`src/hw/rtl/argsrt_pkg.sv`:
```
// Package for the argsort engine: field widths, the cell payload type and
// the cell operation codes. No dependencies.
package argsrt_pkg;

  localparam int unsigned ValW = 32;  // element value width
  localparam int unsigned IdxW = 6;   // arrival index width

  // Payload held by one cell of the sorting row.
  typedef struct packed {
    logic [ValW-1:0] value;
    logic [IdxW-1:0] index;
  } elem_t;

  // Operation applied to all cells of the row together.
  typedef enum logic [1:0] {
    CELL_HOLD     = 2'd0,
    CELL_INSERT   = 2'd1,
    CELL_SHIFT_DN = 2'd2,  // take the higher neighbor's content
    CELL_SHIFT_UP = 2'd3   // take the lower neighbor's content
  } cell_op_e;

endpackage

```
`src/hw/rtl/argsrt_cell.sv`:
```
// One cell of the systolic insertion row of the argsort engine.
// Depends on argsrt_pkg for the payload type and the operation codes.
module argsrt_cell (
  input  logic                clk_i,
  input  logic                rst_ni,
  input  argsrt_pkg::cell_op_e op_i,
  input  argsrt_pkg::elem_t   new_i,
  input  argsrt_pkg::elem_t   prev_i,
  input  logic                prev_valid_i,
  input  logic                prev_ahead_i,
  input  argsrt_pkg::elem_t   next_i,
  input  logic                next_valid_i,
  output argsrt_pkg::elem_t   elem_o,
  output logic                valid_o,
  output logic                ahead_o
);

  argsrt_pkg::elem_t elem_q, elem_d;
  logic              valid_q, valid_d;
  logic              own_ahead;

  // A held element stays ahead of a newcomer on equal values, since the
  // newcomer always carries the highest arrival index so far.
  assign own_ahead = valid_q && ($signed(elem_q.value) >= $signed(new_i.value));

  always_comb begin
    elem_d  = elem_q;
    valid_d = valid_q;
    unique case (op_i)
      argsrt_pkg::CELL_HOLD: begin
      end
      argsrt_pkg::CELL_INSERT: begin
        if (!own_ahead) begin
          if (prev_ahead_i) begin
            elem_d  = new_i;
            valid_d = 1'b1;
          end else begin
            elem_d  = prev_i;
            valid_d = prev_valid_i;
          end
        end
      end
      argsrt_pkg::CELL_SHIFT_DN: begin
        elem_d  = next_i;
        valid_d = next_valid_i;
      end
      argsrt_pkg::CELL_SHIFT_UP: begin
        elem_d  = prev_i;
        valid_d = prev_valid_i;
      end
      default: begin
      end
    endcase
  end

  always_ff @(posedge clk_i or negedge rst_ni) begin
    if (!rst_ni) begin
      valid_q <= 1'b0;
    end else begin
      valid_q <= valid_d;
    end
  end

  always_ff @(posedge clk_i) begin
    elem_q <= elem_d;
  end

  assign elem_o  = elem_q;
  assign valid_o = valid_q;
  assign ahead_o = own_ahead;

endmodule

```
`config.mk`:
```
export PLATFORM = sky130hd
export DESIGN_NAME = argsrt_cell
export DESIGN_NICKNAME = d
export VERILOG_FILES = /design/src/hw/rtl/argsrt_pkg.sv /design/src/hw/rtl/argsrt_cell.sv
export SDC_FILE = /design/constraint.sdc
export NUM_CORES = 1
export LEC_CHECK = 0
export ABC_AREA = 1
export BUFFER_PORTS_ARGS = -buffer_cell sky130_fd_sc_hd__buf_2
export CORE_ASPECT_RATIO = 1.4
export CORE_MARGIN = 2
export CORE_UTILIZATION = 51
export CTS_BUF_LIST = sky130_fd_sc_hd__clkbuf_8
export CTS_CLUSTER_SIZE = 24
export DETAILED_ROUTE_END_ITERATION = 7
export HOLD_SLACK_MARGIN = 0.08
export PLACE_DENSITY = 0.88
export SYNTH_ARGS = -nofsm -noshare
export SYNTH_HDL_FRONTEND = slang
export SYNTH_SLANG_ARGS = --single-unit
export TNS_END_PERCENT = 10
```
`constraint.sdc`:
```
create_clock -name clk_i -period 5.1 [get_ports clk_i]
set_input_delay 0.255 -clock clk_i [delete_from_list [all_inputs] [get_ports clk_i]]
set_output_delay 0.255 -clock clk_i [all_outputs]
set_load 0.005 [all_outputs]
```
==> impl_metrics.py <==
metrics = {
    "critical_path": {
        "required_ns": 5.02,
        "crit_type": "flop to flop",
        "max_stage_delay_ns": 0.71,
        "worstSetupEndpointType": "flop",
        "crit_path_frequent_cell": "nand2_2",
        "slowest_stage": "nand2_2",
        "crit_chain": "ha_1, nand2_1, nor2_2, nand2_2, nor4_4, nand2_1, nand3_1, nand3_2, nand2_2, nand2_2, nand2_2",
        "startpoint_type": "flop",
        "crit_fanout": 39,
        "worstPathArrival_ns": 2.77,
    },
    "logic_synthesis": {
        "yosysWarnings": 0,
        "synth_cell_types": 24,
        "syn_inst": 410,
        "synth_area_um2": 3170,
        "synth-seq-cells": 39,
        "post_synth.cell_area_avg_um2": 7.74,
        "synth_seq_area_share_pct": 36.8,
        "syn_nets": 563,
    },
    "run_status": {
        "status": "finished clean",
    },
    "drt": {
        "vias": 3538,
        "post_drt_wl_per_cell_um": 14.9,
        "ant_nets": 0,
        "routed_wl_um": 9330,
        "drcViolationCount": 0,
        "viasPerCell": 5.64,
        "first_pass_iters": 5,
        "drt_iter0_drc": 331,
    },
    "place": {
        "post-dp-hpwl_um": 7090,
        "globalplace.congestion": 0.898,
        "io_buffers": 160,
        "dp_cells": 618,
    },
    "finish": {
        "drive_gt1_share_pct": 32.3,
        "syn_to_final_growth_pct": 29.3,
        "layoutNonFillerInstCount": 627,
        "regArea_um2": 1170,
        "multiInputGateArea_um2": 1750,
        "nets": 707,
        "num_antenna_cells": 0,
        "nFillCells": 525,
    },
    "timing": {
        "setup-violations-final": 0,
        "hold_violations": 0,
        "rsz0062_at_grt": "false",
        "period_share_pct": 55.9,
        "skew_ns": 0.00760,
        "relSlewSlack_pct": 23.1,
        "worstMarginPinSlew_ns": 1.15,
        "slew_viol_final": 0,
        "finalSetupTns_ns": 0,
        "fmax_mhz": 351,
        "min_period_ns": 2.85,
    },
    "power_and_ir_drop": {
        "p_per_area_nw_per_um2": 246,
        "ir_drop_v": 0.000156,
        "leakage_nw": 2.02,
    },
    "clock_network": {
        "cts-root-buf": "clkbuf_8",
        "cts-htree-levels": 2,
        "clkLatencyLatePin_ns": 0.29,
        "cts_sinks": 39,
        "cts.reportedPaths.clkPinSlew_ns": 0.08,
        "cts_tree": "yes",
        "cts_buffers": 5,
        "post-cts-setup-buffers": 0,
        "clockBufferDepth": 2,
    },
    "floorplan": {
        "die_area_um2": 6870,
        "num_io_pins": 161,
        "die_w_um": 70.7,
        "core_area_um2": 6130,
        "die_h_um": 97.3,
        "initial_core_util_pct": 51.8,
        "rows": 34,
    },
    "grt": {
        "grt_overflow": 0,
        "antenna_found_initial": 0,
        "grt_pass1_vias": 3385,
        "grt_max_degree": 43,
        "track_usage_pct": 27.0,
        "grt_pass1_wl_um": 15100,
    },
    "run": {
        "maxCapViolations": 0,
    },
    "worst_hold_path": {
        "hold_path_class": "input pin to async pin",
    },
}
[per-stage QoR]
| step | total power [mW] | hold WS, ns | util (%) | cell area (um2) | setup WS (ns) |
|---|---|---|---|---|---|
| after floorplan | 0.602 | -0.0406 | - | 3170 | 2.73 |
| after global placement | 0.728 | 0.0332 | 64.9 | 3980 | 2.23 |
| after detailed placement | 0.743 | 0.0332 | 64.9 | 3980 | 2.16 |
| after CTS | 1.01 | 0.245 | 67.0 | 4100 | 2.28 |
| after global routing | 1.07 | 0.246 | 67.0 | 4100 | 1.99 |
| final | 1.01 | 0.253 | 67.0 | 4100 | 2.25 |
[power by group]
| part | leakage, nW | switching (mW) | internal (mW) |
|---|---|---|---|
| clock network | 0.0612 | 0.113 | 0.158 |
| logic | 1.56 | 0.173 | 0.135 |
| registers | 0.401 | 0.0231 | 0.407 |
[registers in the layout, summed over array words and instances (netlist names)]
register,count
elem_o,38
valid_o,1
[layout by cell type, fill, tap and decap left out, drive strengths merged]
master       netlist  routed
nor4               1       1
o21ai             42      42
a21o               2       2
edfxtp            38      38
nand4              2       2
o21a               2       2
inv               42      42
bufinv             0       1
ha                32      32
nand2             79      79
clkbuf            20       6
a21oi             14      14
dfrtp              1       1
o211ai            39      39
clkinv             1       2
dlygate4sd3        0       1
nor2              48      48
buf                5     161
nand3             42      42
[cell type report]
type                            instances  share of cell area [%]
Multi-Input combinational cell        303                    42.6
Tap cell                               72                    2.20
Inverter                               43                    3.93
Clock buffer                            6                    2.01
Timing Repair Buffer                  162                    19.9
Sequential cell                        39                    28.4
Clock inverter                          2                   0.854
[cell usage after synthesis]
cell       n  area, um2
dfrtp_1    1       25.0
o21a_1     2       15.0
o21ai_1    1       5.00
nand3_1   41        205
inv_1     40        150
nor4_4     1       21.3
nand3_2    1       10.0
nor2_2     1       6.26
ha_1      32        400
clkbuf_1  19       71.3
edfxtp_1  38       1140
nor2_1    47        176
clkbuf_4   1       7.51
buf_1      1       3.75
clkinv_1   1       3.75
buf_2      4       20.0
inv_2      2       7.51
a21o_1     2       15.0
nand2_1   75        282
nand2_2    4       25.0
nand4_1    2       12.5
o21ai_0   41        205
o211ai_1  39        293
a21oi_1   14       70.1
[logic make-up (layout without fill, tap and decap cells)]
| kind of cell | Yosys count | count (layout) | synth area share (%) |
|---|---|---|---|
| and+or+nand+nor | 172 | 172 | 23.3 |
| buffers and inverters | 68 | 213 | 8.32 |
| DFF | 39 | 39 | 36.8 |
| AOI/OAI and AO/OA | 99 | 99 | 19.0 |
| adders and majority gates | 32 | 32 | 12.6 |
[worst max-delay path, delay by kind of cell (launching register included)]
kind,cells,cell delay [ns]
AND/OR/NAND/NOR,10,1.65
flip-flops,1,0.44
adder cells (fa/ha/maj),1,0.37
[layer usage]
| metal | part of all wire, % | up-vias | GRT usage, % |
|---|---|---|---|
| met1 | 37 | 1607 | 30.7 |
| li1 | - | 1712 | - |
| met2 | 52 | 190 | 49.6 |
| met4 | 3.8 | 0 | 11.9 |
| met5 | 0 | - | 0 |
| met3 | 7.5 | 29 | 3.63 |
[worst paths after layout]
kind                       startpoint    endpoint  slack [ns]  cells past startpoint
max                        elem_o[37]  elem_o[15]        2.25                     11
min                            rst_ni     valid_o        0.25                      2
max reg2reg                elem_o[37]  elem_o[15]        2.25                     11
min reg2reg                   valid_o     valid_o        0.57                      2
max in group asynchronous      rst_ni     valid_o        4.76                      2
min in group clk_i          next_i[1]   elem_o[1]        0.26                      3
[timing repair]
action	4_1_cts	5_1_grt
hold buffers	1	0
gates resized for setup	0	0
hold endpoints to repair	1	0
No activity file was read; power rests on OpenSTA's default activity.
